==> src/owse_pkg.sv <==
// Shared types and codes for the 1-Wire search ROM decision core.
`default_nettype none
package owse_pkg;

  localparam int unsigned AddrWidth  = 64;
  localparam int unsigned PosWidth   = 7;
  localparam int unsigned CountWidth = 8;
  localparam logic [CountWidth-1:0] MaxDevicesReset = 8'd10;
  localparam logic [CountWidth-1:0] CountMax        = 8'd255;

  typedef enum logic [1:0] {
    FUNC_RESTART = 2'd0,
    FUNC_BEGIN   = 2'd1,
    FUNC_PAIR    = 2'd2,
    FUNC_UNUSED  = 2'd3
  } func_t;

  typedef enum logic [1:0] {
    STATUS_OK          = 2'd0,
    STATUS_NO_DEVICE   = 2'd1,
    STATUS_NO_PRESENCE = 2'd2,
    STATUS_IGNORED     = 2'd3
  } status_t;

  typedef struct packed {
    logic [AddrWidth-1:0]  rom_shift;
    logic [PosWidth-1:0]   bit_position;
    logic [PosWidth-1:0]   zero_branch_pos;
    logic [PosWidth-1:0]   resume_pos;
    logic [CountWidth-1:0] found_count;
    logic                  enumeration_done;
  } search_state_t;

  typedef struct packed {
    logic    direction;
    status_t status;
    logic    pass_complete;
    logic    last_device;
  } search_flags_t;

endpackage
`default_nettype wire

==> src/owse_decide.sv <==
// Per-item decision logic: next search state and result flags for one transaction.
`default_nettype none
module owse_decide #(
  parameter int unsigned ADDRESS_BYTES = 8
) (
  input  owse_pkg::func_t                      func,
  input  logic                                 presence,
  input  logic                                 id_bit,
  input  logic                                 comp_bit,
  input  logic [owse_pkg::CountWidth-1:0]      max_devices,
  input  owse_pkg::search_state_t              state_cur,
  output owse_pkg::search_state_t              state_next,
  output owse_pkg::search_flags_t              flags
);

  localparam logic [owse_pkg::PosWidth-1:0] TotalBits =
    owse_pkg::PosWidth'(ADDRESS_BYTES * 8);

  logic                                 pos_valid;
  logic [5:0]                           idx;
  logic                                 dir;
  logic [owse_pkg::PosWidth-1:0]        pos_inc;
  logic [owse_pkg::PosWidth-1:0]        zero_pos;
  logic [owse_pkg::CountWidth-1:0]      count_inc;
  logic                                 last;

  always_comb begin
    pos_valid = (state_cur.bit_position != '0) && (state_cur.bit_position <= TotalBits);
    idx       = 6'(state_cur.bit_position - 7'd1);
    pos_inc   = state_cur.bit_position + 7'd1;
    count_inc = (state_cur.found_count < owse_pkg::CountMax) ?
                state_cur.found_count + 8'd1 : state_cur.found_count;

    // direction choice at this position
    zero_pos = state_cur.zero_branch_pos;
    if (id_bit != comp_bit) begin
      dir = id_bit;
    end else begin
      if (state_cur.bit_position < state_cur.resume_pos) begin
        dir = state_cur.rom_shift[idx];
      end else if (state_cur.bit_position == state_cur.resume_pos) begin
        dir = 1'b1;
      end else begin
        dir = 1'b0;
      end
      if (!dir) begin
        zero_pos = state_cur.bit_position;
      end
    end
    last = (zero_pos == '0);

    state_next          = state_cur;
    flags.direction     = 1'b0;
    flags.status        = owse_pkg::STATUS_OK;
    flags.pass_complete = 1'b0;
    flags.last_device   = 1'b0;

    case (func)
      owse_pkg::FUNC_RESTART: begin
        state_next.rom_shift        = '0;
        state_next.bit_position     = 7'd1;
        state_next.zero_branch_pos  = '0;
        state_next.resume_pos       = '0;
        state_next.found_count      = '0;
        state_next.enumeration_done = 1'b0;
      end
      owse_pkg::FUNC_BEGIN: begin
        if (state_cur.enumeration_done) begin
          flags.status = owse_pkg::STATUS_IGNORED;
        end else if (state_cur.found_count >= max_devices) begin
          state_next.enumeration_done = 1'b1;
          flags.status = owse_pkg::STATUS_IGNORED;
        end else if (!presence) begin
          state_next.enumeration_done = 1'b1;
          flags.status = owse_pkg::STATUS_NO_PRESENCE;
        end else begin
          state_next.bit_position    = 7'd1;
          state_next.zero_branch_pos = '0;
        end
      end
      owse_pkg::FUNC_PAIR: begin
        if (state_cur.enumeration_done || !pos_valid) begin
          flags.status = owse_pkg::STATUS_IGNORED;
        end else if (id_bit && comp_bit) begin
          state_next.enumeration_done = 1'b1;
          flags.status = owse_pkg::STATUS_NO_DEVICE;
        end else begin
          flags.direction            = dir;
          state_next.rom_shift[idx]  = dir;
          state_next.bit_position    = pos_inc;
          state_next.zero_branch_pos = zero_pos;
          if (pos_inc > TotalBits) begin
            flags.pass_complete    = 1'b1;
            flags.last_device      = last;
            state_next.resume_pos  = zero_pos;
            state_next.found_count = count_inc;
            if (last || (count_inc >= max_devices)) begin
              state_next.enumeration_done = 1'b1;
            end
          end
        end
      end
      default: begin
        flags.status = owse_pkg::STATUS_IGNORED;
      end
    endcase
  end

endmodule
`default_nettype wire

==> src/onewire_rom_search_engine.sv <==
// Top level of the 1-Wire search ROM decision core: input stage, state and result register.
// One transaction per cycle is accepted unless a held result stalls the flow; each one
// yields one result: the item is registered in the input stage, then the decision logic
// updates the search state and fills the result register. in_ready drops only while a
// result is held back by out_ready low with the input stage also full. max_devices is written
// through the cfg channel, always ready, and must only change while the block is idle.
`default_nettype none
module onewire_rom_search_engine #(
  parameter int unsigned ADDRESS_BYTES = 8
) (
  input  logic                              clk,
  input  logic                              rst,
  input  logic                              cfg_valid,
  output logic                              cfg_ready,
  input  logic [owse_pkg::CountWidth-1:0]   cfg_data,
  input  logic                              in_valid,
  output logic                              in_ready,
  input  logic [1:0]                        func,
  input  logic                              presence,
  input  logic                              id_bit,
  input  logic                              comp_bit,
  output logic                              out_valid,
  input  logic                              out_ready,
  output logic                              direction,
  output logic [1:0]                        status,
  output logic                              pass_complete,
  output logic [owse_pkg::AddrWidth-1:0]    address,
  output logic                              last_device,
  output logic [owse_pkg::CountWidth-1:0]   device_count
);

  logic [owse_pkg::CountWidth-1:0] max_devices;
  owse_pkg::search_state_t         state;
  owse_pkg::search_state_t         state_next;
  owse_pkg::search_flags_t         flags;

  logic            s1_valid;
  owse_pkg::func_t s1_func;
  logic            s1_presence;
  logic            s1_id_bit;
  logic            s1_comp_bit;
  logic            advance;

  assign cfg_ready = 1'b1;
  assign advance   = s1_valid && (!out_valid || out_ready);
  assign in_ready  = !s1_valid || advance;

  always_ff @(posedge clk) begin
    if (rst) begin
      max_devices <= owse_pkg::MaxDevicesReset;
    end else if (cfg_valid) begin
      max_devices <= cfg_data;
    end
  end

  // input stage
  always_ff @(posedge clk) begin
    if (rst) begin
      s1_valid <= 1'b0;
    end else if (in_ready) begin
      s1_valid <= in_valid;
    end
  end

  always_ff @(posedge clk) begin
    if (in_valid && in_ready) begin
      s1_func     <= owse_pkg::func_t'(func);
      s1_presence <= presence;
      s1_id_bit   <= id_bit;
      s1_comp_bit <= comp_bit;
    end
  end

  owse_decide #(
    .ADDRESS_BYTES(ADDRESS_BYTES)
  ) u_decide (
    .func        (s1_func),
    .presence    (s1_presence),
    .id_bit      (s1_id_bit),
    .comp_bit    (s1_comp_bit),
    .max_devices (max_devices),
    .state_cur   (state),
    .state_next  (state_next),
    .flags       (flags)
  );

  // search state advances as the transaction moves into the result register
  always_ff @(posedge clk) begin
    if (rst) begin
      state.rom_shift        <= '0;
      state.bit_position     <= 7'd1;
      state.zero_branch_pos  <= '0;
      state.resume_pos       <= '0;
      state.found_count      <= '0;
      state.enumeration_done <= 1'b0;
    end else if (advance) begin
      state <= state_next;
    end
  end

  always_ff @(posedge clk) begin
    if (rst) begin
      out_valid <= 1'b0;
    end else if (advance) begin
      out_valid <= 1'b1;
    end else if (out_ready) begin
      out_valid <= 1'b0;
    end
  end

  always_ff @(posedge clk) begin
    if (advance) begin
      direction     <= flags.direction;
      status        <= flags.status;
      pass_complete <= flags.pass_complete;
      last_device   <= flags.last_device;
      address       <= state_next.rom_shift;
      device_count  <= state_next.found_count;
    end
  end

endmodule
`default_nettype wire
==> config.mk <==
export PLATFORM = sky130hd
export DESIGN_NAME = onewire_rom_search_engine
export DESIGN_NICKNAME = d
export VERILOG_FILES = /design/src/owse_pkg.sv /design/src/owse_decide.sv /design/src/onewire_rom_search_engine.sv
export SDC_FILE = /design/constraint.sdc
export NUM_CORES = 1
export LEC_CHECK = 0
export ABC_AREA = 1
export BUFFER_PORTS_ARGS = -buffer_cell sky130_fd_sc_hd__buf_2
export CAP_MARGIN = 20
export CORE_ASPECT_RATIO = 0.7
export CORE_MARGIN = 10
export CORE_UTILIZATION = 50
export DETAILED_ROUTE_END_ITERATION = 6
export PLACE_DENSITY = 0.71
export REMOVE_ABC_BUFFERS = 1
export SLEW_MARGIN = 25
export SYNTH_ARGS = -nofsm -noshare
export SYNTH_HDL_FRONTEND = slang
export SYNTH_SLANG_ARGS = --single-unit
==> constraint.sdc <==
create_clock -name clk -period 4.9 [get_ports clk]
set_clock_uncertainty 0.2 [all_clocks]
set_input_delay 0.49 -clock clk [delete_from_list [all_inputs] [get_ports clk]]
set_output_delay 0.49 -clock clk [all_outputs]
set_load 0.02 [all_outputs]
==> After elaboration in Yosys (flattened, before gate mapping) <==
Cells that the tools add are included.
{ "op_classes": {"bitwise_logic": 2, "n_addsub": 3, "reduce_logical": 23, "n_eq_ne": 12, "muxes": 36, "n_div": 0, "shift": 0, "mul": 0, "n_lt_le_gt_ge": 8} }
{ "op_table": {"columns": ["cell", "n"], "rows": [
  ["64-bit one-hot mux with 2 select lines", 1],
  ["94-bit 2-to-1 mux", 1],
  ["93-bit 2-to-1 mux", 1],
  ["64-bit bitwise mux", 1],
  ["14-bit 2-to-1 mux", 3],
  ["14-bit one-hot mux with 3 select lines", 1],
  ["15-bit one-hot mux with 2 select lines", 1],
  ["8-bit greater-or-equal comparator", 2],
  ["16-bit 2-to-1 mux", 1],
  ["1-bit 2-to-1 mux", 14],
  ["7-bit 2-to-1 mux", 2],
  ["2-bit 2-to-1 mux", 5],
  ["2-bit != test (second input constant)", 5],
  ["5-bit AND reduction", 2],
  ["8-bit by 1-bit adder with 8-bit output (second input constant)", 1],
  ["8-bit < comparator (second input constant)", 1],
  ["8-bit 2-to-1 mux", 1],
  ["7-bit by 1-bit adder with 7-bit output (second input constant)", 1],
  ["7-bit == test", 1],
  ["7-bit greater-than comparator (second input constant)", 1],
  ["7-bit <= comparator (second input constant)", 1],
  ["7-bit logical NOT", 1],
  ["6-bit by 7-bit < comparator with 1-bit output (second input constant)", 1],
  ["7-bit < comparator", 1],
  ["22 further kinds", 34]
]} }
{ "totals": {"regBits": 186, "latch_bits": 0, "n_memories": 0, "rom_bits": 0, "mem_bits_rw": 0, "output_inout_bits": 80, "in_bits": 18, "elab_cells": 103} }

==> Longest topological paths before layout <==
Gate-level depths: netlist of run 1.
{ "depth": {"depth_word": 14, "ltp_mapped": 25, "mapped_depth_nobuf": 22} }

==> By module <==
A second synthesis of run 1 with hierarchy kept.
{ "hier_totals": {"hier_cells": 1598, "hier_area_um2": 11237.0} }
{ "modules_own_cells": {"columns": ["mod", "n_inst", "seq_area_each_um2", "area_each_um2", "cells_each"], "rows": [
  ["onewire_rom_search_engine", 1, 4544.4, 6984.2, 745],
  ["owse_decide", 1, 0.0, 4252.8, 853]
]} }

==> Worst setup path before layout of run 1 <==
Ideal clock, no wire load.
{ "synth_timing": {"path_kind": "input -> register", "startpoint": "input port out_ready", "endpoint": "register address[0] (netlist bit) (enable)", "arrival_time_ns": 3.112, "required_ns": 4.229, "setup_ns": 0.471, "path_buffers": 1, "path_slack_ns": 1.116, "stages": 5, "cell_sequence": "inv_1 > nand2_1 > nand2_1 > inv_1 > clkbuf_1"} }
{ "synth_via": {"elab_chain_cells": 2} }
{ "synth_rtl": {"columns": ["item", "line", "rtl"], "rows": [
  ["from (decl)", "onewire_rom_search_engine.sv:23", "input logic out_ready,"],
  ["1-bit logical OR", "onewire_rom_search_engine.sv:45", "assign advance = s1_valid && (!out_valid || out_ready);"],
  ["1-bit logical AND", "onewire_rom_search_engine.sv:45", null],
  ["net advance", "onewire_rom_search_engine.sv:42", "logic advance;"],
  ["to (signal assigned)", "onewire_rom_search_engine.sv:117", "address <= state_next.rom_shift;"],
  ["to (decl)", "onewire_rom_search_engine.sv:27", "output logic [owse_pkg::AddrWidth-1:0] address,"]
]} }
The timed path passes the listed nets, and every way through them passes these cells.
A chain may end at the register's enable or synchronous reset.

==> Worst setup path after layout of run 1 <==
{ "layout_timing": {"startpoint": "register state[1] (netlist bit)", "endpoint": "register state[0] (netlist bit)"} }
{ "layout_via": {"elab_chain_cells": 6, "word_cells_on_any_way": 11, "cone_classes": "add/sub (1); order compare (3); eq/ne (1); mux (4); reduce/logical (2)"} }
{ "layout_rtl": {"columns": ["item", "line", "rtl"], "rows": [
  ["from (decl)", "onewire_rom_search_engine.sv:33", "owse_pkg::search_state_t state;"],
  ["from (signal assigned)", "onewire_rom_search_engine.sv:97", "state <= state_next;"],
  ["8-bit by 1-bit adder with 8-bit output / 8-bit < comparator (equally long branches)", "owse_decide.sv:32, owse_decide.sv:31", null],
  ["8-bit 2-to-1 mux", "owse_decide.sv:31", "count_inc = (state_cur.found_count < owse_pkg::CountMax) ?"],
  ["8-bit greater-or-equal comparator", "owse_decide.sv:97", "if (last || (count_inc >= max_devices)) begin"],
  ["1-bit logical OR", "owse_decide.sv:97", null],
  ["3-bit by 1-bit != test with 1-bit output (no source line)", null, null],
  ["5-bit AND reduction (no source line)", null, null]
]} }
Parallel ways exist; a longest one is shown, timed or not.

==> impl_metrics.env, run 1 <==
export IMPL_grt_ovfl_total=0
export IMPL_ios=98
export IMPL_ys_types=44
export IMPL_r2r_start="state[1]"
export IMPL_crit_fanout=5
export IMPL_finalSetupViolCount=0
export IMPL_grt_pass1_wl_um=44900
export IMPL_wl_per_cell_um=16.8
export IMPL_p_per_area_nw_per_um2=308
export IMPL_drc=0
export IMPL_cts_resized=0
export IMPL_first_iter_violations=1170
export IMPL_cts_buffers_inserted=17
export IMPL_slew_viol_final=0
export IMPL_cts_tree="done"
export IMPL_required_ps=5020
export IMPL_multiInputGateArea_sq_um=4650
export IMPL_yosysSeqAreaShare=0.446
export IMPL_area_growth_pct=11.6
export IMPL_fin_area_sq_um=11400
export IMPL_rsz0062_at_grt="no"
export IMPL_initial_utilization=0.512
export IMPL_relSlewSlack=0.337
export IMPL_routed_wirelength_um=28400
export IMPL_core_area_sq_um=19900
export IMPL_grtUsageTotal=0.208
export IMPL_status="finished clean"
export IMPL_clk_latency_ps=430
export IMPL_synth_fa_ha_area_frac=0.0381
export IMPL_path_clk_slew_ps=70
export IMPL_synth_compound_area_frac=0.191
export IMPL_ff_latch_area_sq_um=4540
export IMPL_timing_rr_end="state[0]"
export IMPL_avgSynthCellArea_sq_um=7.59
export IMPL_core_rowCount=43
export IMPL_rrSetupSlack_ps=950
export IMPL_arrival_ps=4080
export IMPL_clock_sinks=186
export IMPL_fin_crit_ps=3950
export IMPL_root_buffer="clkbuf_16"
export IMPL_ys_ff_latch=186
export IMPL_port_buffers=96
export IMPL_drive_above_1_share=0.150
export IMPL_antennaDiodeCount=0
export IMPL_worstSetupPathType="reg -> reg"
export IMPL_holdCritPathClass="in -> reg"
export IMPL_antenna_found_initial=0
export IMPL_clk_path_buf_depth=2
export IMPL_maxCapViolCount=0
export IMPL_viasPerCell=5.51
export IMPL_dpl_hpwl_um=19000
export IMPL_dieArea_sq_um=26600
export IMPL_finalNetCount=1457
export IMPL_firstDrtPassIters=6
export IMPL_cts_max_level=4
export IMPL_globalplace_congestion=0.902
export IMPL_synth_xor_area_frac=0.00933
export IMPL_p_total_mw=3.51
export IMPL_die_h_um=139
export IMPL_grt_pass1_vias=8484
export IMPL_max_vdd_ir_drop_mv=0.199
export IMPL_placed_cell_area_sq_um=10800
export IMPL_final_antenna_net_count=0
export IMPL_synthCells=1343
export IMPL_synth_top_family_by_area="simple AND/OR/NAND/NOR gates"
export IMPL_synth_area_mux_share=0
export IMPL_leakage_nw=4.49
export IMPL_min_from="func[0]"
export IMPL_timing_hold_ws_ps=31.1
export IMPL_ff2ff_path_depth=20
export IMPL_min_path_cells=1
export IMPL_finalCritPeriodShare=0.807
export IMPL_fmax_mhz=253
export IMPL_hold_path_end="s1_func[0]"
export IMPL_num_vias=9323
export IMPL_cts_hold_fix_buffers=0
export IMPL_grt_max_degree=77
export IMPL_cp_end_kind="flop"
export IMPL_die_x_um=191
export IMPL_worst_slew_pin_slew_ps=991
export IMPL_hold_viol=0
export IMPL_synth_simple_area_share=0.216
export IMPL_cts_setup_buffers=0
export IMPL_synthesis_area_sq_um=10200
export IMPL_startpoint_type="flop"
export IMPL_n_fill_cell=1886
export IMPL_ys_warn_count=0
-- Yosys cell counts, drive strengths merged --
cell type  instances  area [sq um]
nand2            320          1230
inv              180           678
o21ai            166           898
a21oi            124           729
dfxtp            104          2080
nor2             104           408
nand3             96           490
edfxtp            82          2460
clkbuf            36           135
o22ai             34           213
ha                31           388
buf               27           185
xor2              10          95.1
nor3               8          45.0
clkinv             3          11.3
nand4              3          18.8
o31ai              3          22.5
a211oi             1          7.51
a21boi             1          7.51
a21o               1          7.51
a31oi              1          12.5
conb               1          3.75
nor4               1          6.26
o2111ai            1          8.76
o211a              1          10.0
o211ai             1          7.51
o21a               1          7.51
o21bai             1          7.51
o41ai              1          8.76
-- kinds of logic (layout without fill, tap and decap cells) --
family                   Yosys count  after routing
AND/OR/NAND/NOR                  532            532
AO/OA/AOI/OAI                    337            337
buffers and inverters            246            324
flip-flops                       186            186
adder cells (fa/ha/maj)           31             31
XOR/XNOR                          10             10
other                              1              1
-- power breakdown --
group          internal (mW)  switching (mW)  total, mW  leakage (nW)
clock                  0.781           0.593       1.37         0.276
sequential              1.65          0.0142       1.67          1.63
combinational          0.114           0.350      0.464          2.58
-- critical path, cell delays in order (launching register included) --
cell,delay [ps]
dfxtp_1,420
ha_1,170
inv_1,60
nor3_1,300
nand2_1,140
nor2_1,170
inv_1,80
nor2_1,280
inv_1,160
o21ai_0,280
ha_1,280
a21boi_0,130
o21a_1,170
o21ai_0,140
nand2_1,80
a21o_1,160
a21oi_1,190
o211a_1,170
nand2_1,80
a21oi_1,140
nor2_1,70
-- metrics by stage --
stage               utilization  TNS, ps  cells  setup slack, ps
finish                    0.571        0   1691              948
global route              0.571        0   1691              576
CTS                       0.571        0   1691             1040
detailed placement        0.543        0   1659             1050
global placement          0.542        0   1659             1080
floorplan                     -   -12460   1280             -784
-- final cells by class --
cell class / count / share of cell area
Clock inverter: 7 / 0.00836
Sequential cell: 186 / 0.400
Tap cell: 270 / 0.0297
Multi-Input combinational cell: 911 / 0.409
Clock buffer: 25 / 0.0418
Timing Repair Buffer: 109 / 0.0508
Inverter: 183 / 0.0611
-- per-layer routing --
metal / up-vias / GRT usage / share of wire
li1: 4557 / - / -
met1: 4264 / 0.304 / 0.46
met2: 464 / 0.294 / 0.41
met3: 38 / 0.0524 / 0.11
met4: 0 / 0.0579 / 0.014
met5: - / 0 / 0
-- layout by cell type (no fill, tap or decap), types with 4 or more instances in the layout --
cell,n
nand2_2,4
clkinv_1,4
clkbuf_1,6
clkbuf_16,17
nor2_2,5
o22ai_1,34
nor2_1,98
a21oi_1,95
nand2_1,313
a21oi_2,29
o21ai_0,107
edfxtp_1,82
o21ai_1,41
buf_4,13
ha_1,31
dfxtp_1,104
xor2_1,9
nor3_1,7
o21ai_2,17
buf_2,96
nand3_1,94
inv_1,166
inv_2,10
-- state kept, by name (all words and copies together), names as in the netlist, 2 cells and up --
| name | flops |
|---|---|
| device_count | 8 |
| max_devices | 8 |
| s1_func | 2 |
| address | 64 |
| state | 94 |
| status | 2 |
-- worst max path at each step --
stage / start / end / slack (ps) / cells after the start
final: state[1] / state[0] / 950 / 20
after global routing: state[1] / state[0] / 580 / 20
after CTS: state[23] / address[15] / 1040 / 18
after detailed placement: state[23] / address[15] / 1050 / 18
after global placement: state[23] / state[32] / 1080 / 20
after floorplan: out_ready / state[16] / -780 / 10
(Power assumes the default switching activity.)
==> run 2: changes to the inputs <==
==> constraint.sdc (replaced) <==
create_clock -name clk -period 3.7 [get_ports clk]
set_clock_uncertainty 0.2 [all_clocks]
set_input_delay 0.37 -clock clk [delete_from_list [all_inputs] [get_ports clk]]
set_output_delay 0.37 -clock clk [all_outputs]
set_load 0.02 [all_outputs]
==> impl_metrics.env, run 2 (same netlist as run 1, synthesis figures left out) <==
export IMPL_status="finished clean"
export IMPL_die_x_um=191
export IMPL_arrival_ps=3440
export IMPL_globalplace_congestion=0.924
export IMPL_grt_ovfl_total=0
export IMPL_routed_wirelength_um=28300
export IMPL_drc=0
export IMPL_cts_tree="done"
export IMPL_finalNetCount=1477
export IMPL_cts_setup_buffers=0
export IMPL_num_vias=9474
export IMPL_finalSetupViolCount=0
export IMPL_min_from="in_valid"
export IMPL_grt_pass1_wl_um=45400
export IMPL_final_cell_mix="313 x nand2_1, 166 x inv_1, 106 x o21ai_0"
export IMPL_clk_latency_ps=440
export IMPL_largest_reg_flops=94
export IMPL_cp_end_kind="flop"
export IMPL_core_area_sq_um=19900
export IMPL_ff2ff_path_depth=17
export IMPL_cp_top_family="simple AND/OR/NAND/NOR gates"
export IMPL_p_per_area_nw_per_um2=406
export IMPL_wl_per_cell_um=16.5
export IMPL_worstSetupPathType="reg -> reg"
export IMPL_grt_max_degree=103
export IMPL_final_antenna_net_count=0
export IMPL_cp_cell_sequence="inv_1 > ha_1 > buf_4 > nand3_1 > nand2_1 > nand2_1 > nand3_1 > nand3_1 > nand3_1 > nand3_2 > nand2_4 > nand2_4 > o21ai_4 > buf_12 > a21oi_2 > o21ai_1 > o21ai_0"
export IMPL_critPathLaunch="state[24]"
export IMPL_cpPeakStageDelay_ps=450
export IMPL_grtUsageTotal=0.209
export IMPL_setup_ws_ps=219
export IMPL_slew_viol_final=0
export IMPL_die_h_um=139
export IMPL_leakage_nw=4.63
export IMPL_required_ps=3660
export IMPL_path_clk_slew_ps=70
export IMPL_antenna_found_initial=0
export IMPL_antennaDiodeCount=0
export IMPL_reg_top3="state: 94 flops, address: 64 flops"
export IMPL_root_buffer="clkbuf_16"
export IMPL_first_iter_violations=978
export IMPL_registers_top_by_ff_count="state"
export IMPL_firstDrtPassIters=6
export IMPL_ios=98
export IMPL_clk_path_buf_depth=2
export IMPL_maxCapViolCount=0
export IMPL_holdCritPathClass="in -> reg"
export IMPL_dieArea_sq_um=26600
export IMPL_fin_crit_ps=3480
export IMPL_drive_above_1_share=0.163
export IMPL_finalCritPeriodShare=0.941
export IMPL_dpl_hpwl_um=19100
export IMPL_crit_fanout=35
export IMPL_area_growth_pct=14.3
export IMPL_crit_buf_inv=3
export IMPL_place_ws_ps=52.3
export IMPL_cts_buffers_inserted=17
export IMPL_fmax_mhz=287
export IMPL_grt_pass1_vias=8745
export IMPL_core_rowCount=43
export IMPL_r2r_start="state[24]"
export IMPL_startpoint_type="flop"
export IMPL_worst_slew_pin_slew_ps=784
export IMPL_layout_commonest_cell="nand2_1"
export IMPL_cts_max_level=4
export IMPL_hold_viol=0
export IMPL_p_total_mw=4.73
export IMPL_relSlewSlack=0.477
export IMPL_viasPerCell=5.54
export IMPL_cp_common_cell="nand3_1"
export IMPL_cp_depth=17
export IMPL_max_vdd_ir_drop_mv=0.312
export IMPL_slowest_stage="dfxtp_1"
export IMPL_clock_sinks=186
export IMPL_port_buffers=96
export IMPL_min_path_cells=3
export IMPL_initial_utilization=0.512
==> run 2: cell count changes in the layout (fill, tap and decap cells not counted), moves of 3 or more <==
cell           change
buf_4              +8
clkbuf_16          +3
clkbuf_1           -6
dlygate4sd3_1     +10
==> run 2: layout make-up <==
type,instances,area [sq um]
clock inverter,8,65.1
sequential,186,4550
tap,270,338
fill,1821,8260
inverter,183,694
multi-input combinational,911,4670
timing repair buffer,129,778
clock buffer,24,556
==> run 2: where the power goes <==
part	internal [mW]	switching, mW
sequential	2.19	0.0182
combinational	0.172	0.475
clock	1.06	0.811
total	3.42	1.30
==> run 2: through the flow <==
stage | hold slack [ps] | instances | TNS (ps) | cell area [sq um] | utilization
after floorplan | 239 | 1280 | -234520 | 9870 | -
after global placement | 252 | 1669 | 0 | 10900 | 0.548
after detailed placement | 256 | 1669 | 0 | 10900 | 0.548
after CTS | 1.29 | 1711 | 0 | 11600 | 0.584
after global routing | 15.5 | 1711 | -26.5 | 11600 | 0.585
final | 1.25 | 1711 | 0 | 11600 | 0.585
==> run 2: layer usage <==
layer,wire [um],share of wire,track usage,vias up
li1,-,-,-,4604
met1,13000,0.46,0.298,4375
met2,11900,0.42,0.308,453
met3,3030,0.11,0.0487,42
met4,390,0.014,0.0570,0
met5,0,0,0,-
==> run 2: worst paths after layout <==
check	slack, ps	to
hold / removal	1	s1_valid
hold reg to reg	270	state[76]
setup reg to reg	220	address[21]
setup / recovery	220	address[21]
==> run 2: worst reg2reg max path: stages (launching register included) <==
cell and delay (ps):
dfxtp_1 450, inv_1 100, ha_1 350, buf_4 260, nand3_1 120, nand2_1 100
nand2_1 60, nand3_1 100, nand3_1 80, nand3_1 100, nand3_2 100, nand2_4 130
nand2_4 110, o21ai_4 260, buf_12 300, a21oi_2 90, o21ai_1 120, o21ai_0 160
==> run 2: what timing repair did <==
| item | CTS | global route |
|---|---|---|
| hold buffers | 10 | 0 |
| hold endpoints to repair | 8 | 0 |
| endpoints found under the setup margin | 0 | 78 |
| resized for setup | 0 | 10 |
==> run 3: changes to the inputs <==
--- a/config.mk
+++ b/config.mk
@@ -11,7 +11,9 @@
 export CORE_ASPECT_RATIO = 0.7
 export CORE_MARGIN = 10
 export CORE_UTILIZATION = 50
+export CTS_BUF_LIST = sky130_fd_sc_hd__clkbuf_16
 export DETAILED_ROUTE_END_ITERATION = 6
+export HOLD_SLACK_MARGIN = 0.1
 export PLACE_DENSITY = 0.71
 export REMOVE_ABC_BUFFERS = 1
 export SLEW_MARGIN = 25
==> impl_metrics.env, run 3 (same netlist as run 1, synthesis figures left out) <==
export IMPL_maxCapViolCount=0
export IMPL_required_ps=3680
export IMPL_cpPeakStageDelay_ps=440
export IMPL_port_buffers=96
export IMPL_max_vdd_ir_drop_mv=0.311
export IMPL_first_iter_violations=1019
export IMPL_root_buffer="clkbuf_16"
export IMPL_globalplace_congestion=0.924
export IMPL_relSlewSlack=0.452
export IMPL_p_per_area_nw_per_um2=397
export IMPL_arrival_ps=3420
export IMPL_hold_path_end="state[80]"
export IMPL_cp_end_kind="flop"
export IMPL_final_cell_mix="313 x nand2_1, 166 x inv_1, 106 x o21ai_0"
export IMPL_core_area_sq_um=19900
export IMPL_cts_setup_buffers=0
export IMPL_place_ws_ps=52.3
export IMPL_grt_pass1_wl_um=45600
export IMPL_dpl_hpwl_um=19100
export IMPL_firstDrtPassIters=6
export IMPL_slowest_stage="dfxtp_1"
export IMPL_cts_tree="done"
export IMPL_min_path_cells=2
export IMPL_r2r_start="state[24]"
export IMPL_final_cells=1722
export IMPL_initial_utilization=0.512
export IMPL_grt_ovfl_total=0
export IMPL_antennaDiodeCount=0
export IMPL_slew_viol_final=0
export IMPL_drc=0
export IMPL_wl_per_cell_um=16.5
export IMPL_antenna_found_initial=0
export IMPL_min_from="rst"
export IMPL_status="finished clean"
export IMPL_finalNetCount=1488
export IMPL_clk_latency_ps=440
export IMPL_tns_ps=0
export IMPL_layout_commonest_cell="nand2_1"
export IMPL_clock_sinks=186
export IMPL_core_rowCount=43
export IMPL_dieArea_sq_um=26600
export IMPL_ff2ff_path_depth=17
export IMPL_final_antenna_net_count=0
export IMPL_timing_rr_end="address[27]"
export IMPL_ios=98
export IMPL_grt_pass1_vias=8789
export IMPL_grt_max_degree=103
export IMPL_setup_ws_ps=261
export IMPL_finalCritPeriodShare=0.930
export IMPL_cts_buffers_inserted=17
export IMPL_path_clk_slew_ps=70
export IMPL_area_growth_pct=15.0
export IMPL_utilization=0.589
export IMPL_cts_max_level=4
export IMPL_num_vias=9438
export IMPL_fmax_mhz=291
export IMPL_registers_top_by_ff_count="state"
export IMPL_routed_wirelength_um=28400
export IMPL_rrSetupSlack_ps=260
export IMPL_cp_cell_sequence="inv_1 > ha_1 > buf_4 > nand3_1 > nand2_1 > nand2_1 > nand3_1 > nand3_1 > nand3_1 > nand3_2 > nand2_4 > nand2_4 > o21ai_4 > buf_4 > a21oi_2 > o21ai_1 > o21ai_0"
export IMPL_die_h_um=139
export IMPL_finalSetupViolCount=0
export IMPL_startpoint_type="flop"
export IMPL_cp_common_cell="nand3_1"
export IMPL_worst_slew_pin_slew_ps=821
export IMPL_largest_reg_flops=94
export IMPL_holdCritPathClass="in -> reg"
export IMPL_drive_above_1_share=0.159
export IMPL_hold_viol=0
export IMPL_fin_crit_ps=3440
export IMPL_viasPerCell=5.48
export IMPL_worstSetupPathType="reg -> reg"
export IMPL_fin_area_sq_um=11700
export IMPL_grtUsageTotal=0.209
export IMPL_placed_cell_area_sq_um=10900
export IMPL_clk_path_buf_depth=2
export IMPL_cp_top_family="simple AND/OR/NAND/NOR gates"
export IMPL_dp_cells=1669
export IMPL_crit_buf_inv=3
export IMPL_crit_fanout=18
export IMPL_die_x_um=191
export IMPL_reg_top3="state: 94 flops, address: 64 flops"
export IMPL_leakage_nw=4.66
## run 3: cell type report
class                           count  area, sq um
Clock inverter                     12         80.1
Sequential cell                   186         4550
Inverter                          183          694
Timing Repair Buffer              140          888
Clock buffer                       20          500
Tap cell                          270          338
Multi-Input combinational cell    911         4670
Fill cell                        1813         8190
## run 3: stage by stage
stage	hold WS [ps]	power [mW]
after CTS	143	4.66
after global placement	252	2.87
after floorplan	239	2.65
final	161	4.65
after global routing	171	4.81
after detailed placement	256	2.88
## run 3: layer usage
layer / GRT usage / vias to the layer above / wire (um)
li1: - / 4620 / -
met1: 0.298 / 4367 / 13100
met2: 0.311 / 406 / 12100
met3: 0.0479 / 45 / 2790
met4: 0.0554 / 0 / 393
met5: 0 / - / 0
## run 3: power breakdown
| group | internal (mW) | switching [mW] |
|---|---|---|
| logic | 0.180 | 0.476 |
| registers | 2.19 | 0.0182 |
| clock network | 0.980 | 0.803 |
| total | 3.35 | 1.30 |
## run 3: worst max path at each step
stage | start | to | slack (ps) | cells past startpoint
floorplan | out_valid | state[16] | -1870 | 9
global placement | state[1] | state[0] | 90 | 20
detailed placement | state[1] | state[0] | 50 | 20
CTS | state[1] | state[0] | 30 | 20
global route | state[1] | state[0] | -20 | 21
finish | state[24] | address[27] | 260 | 17
## run 3: what timing repair did
action                                  in CTS  in global routing
endpoints found under the setup margin       0                 68
hold buffers                                21                  0
gates resized for setup                      0                 10
endpoints found under the hold margin       15                  0
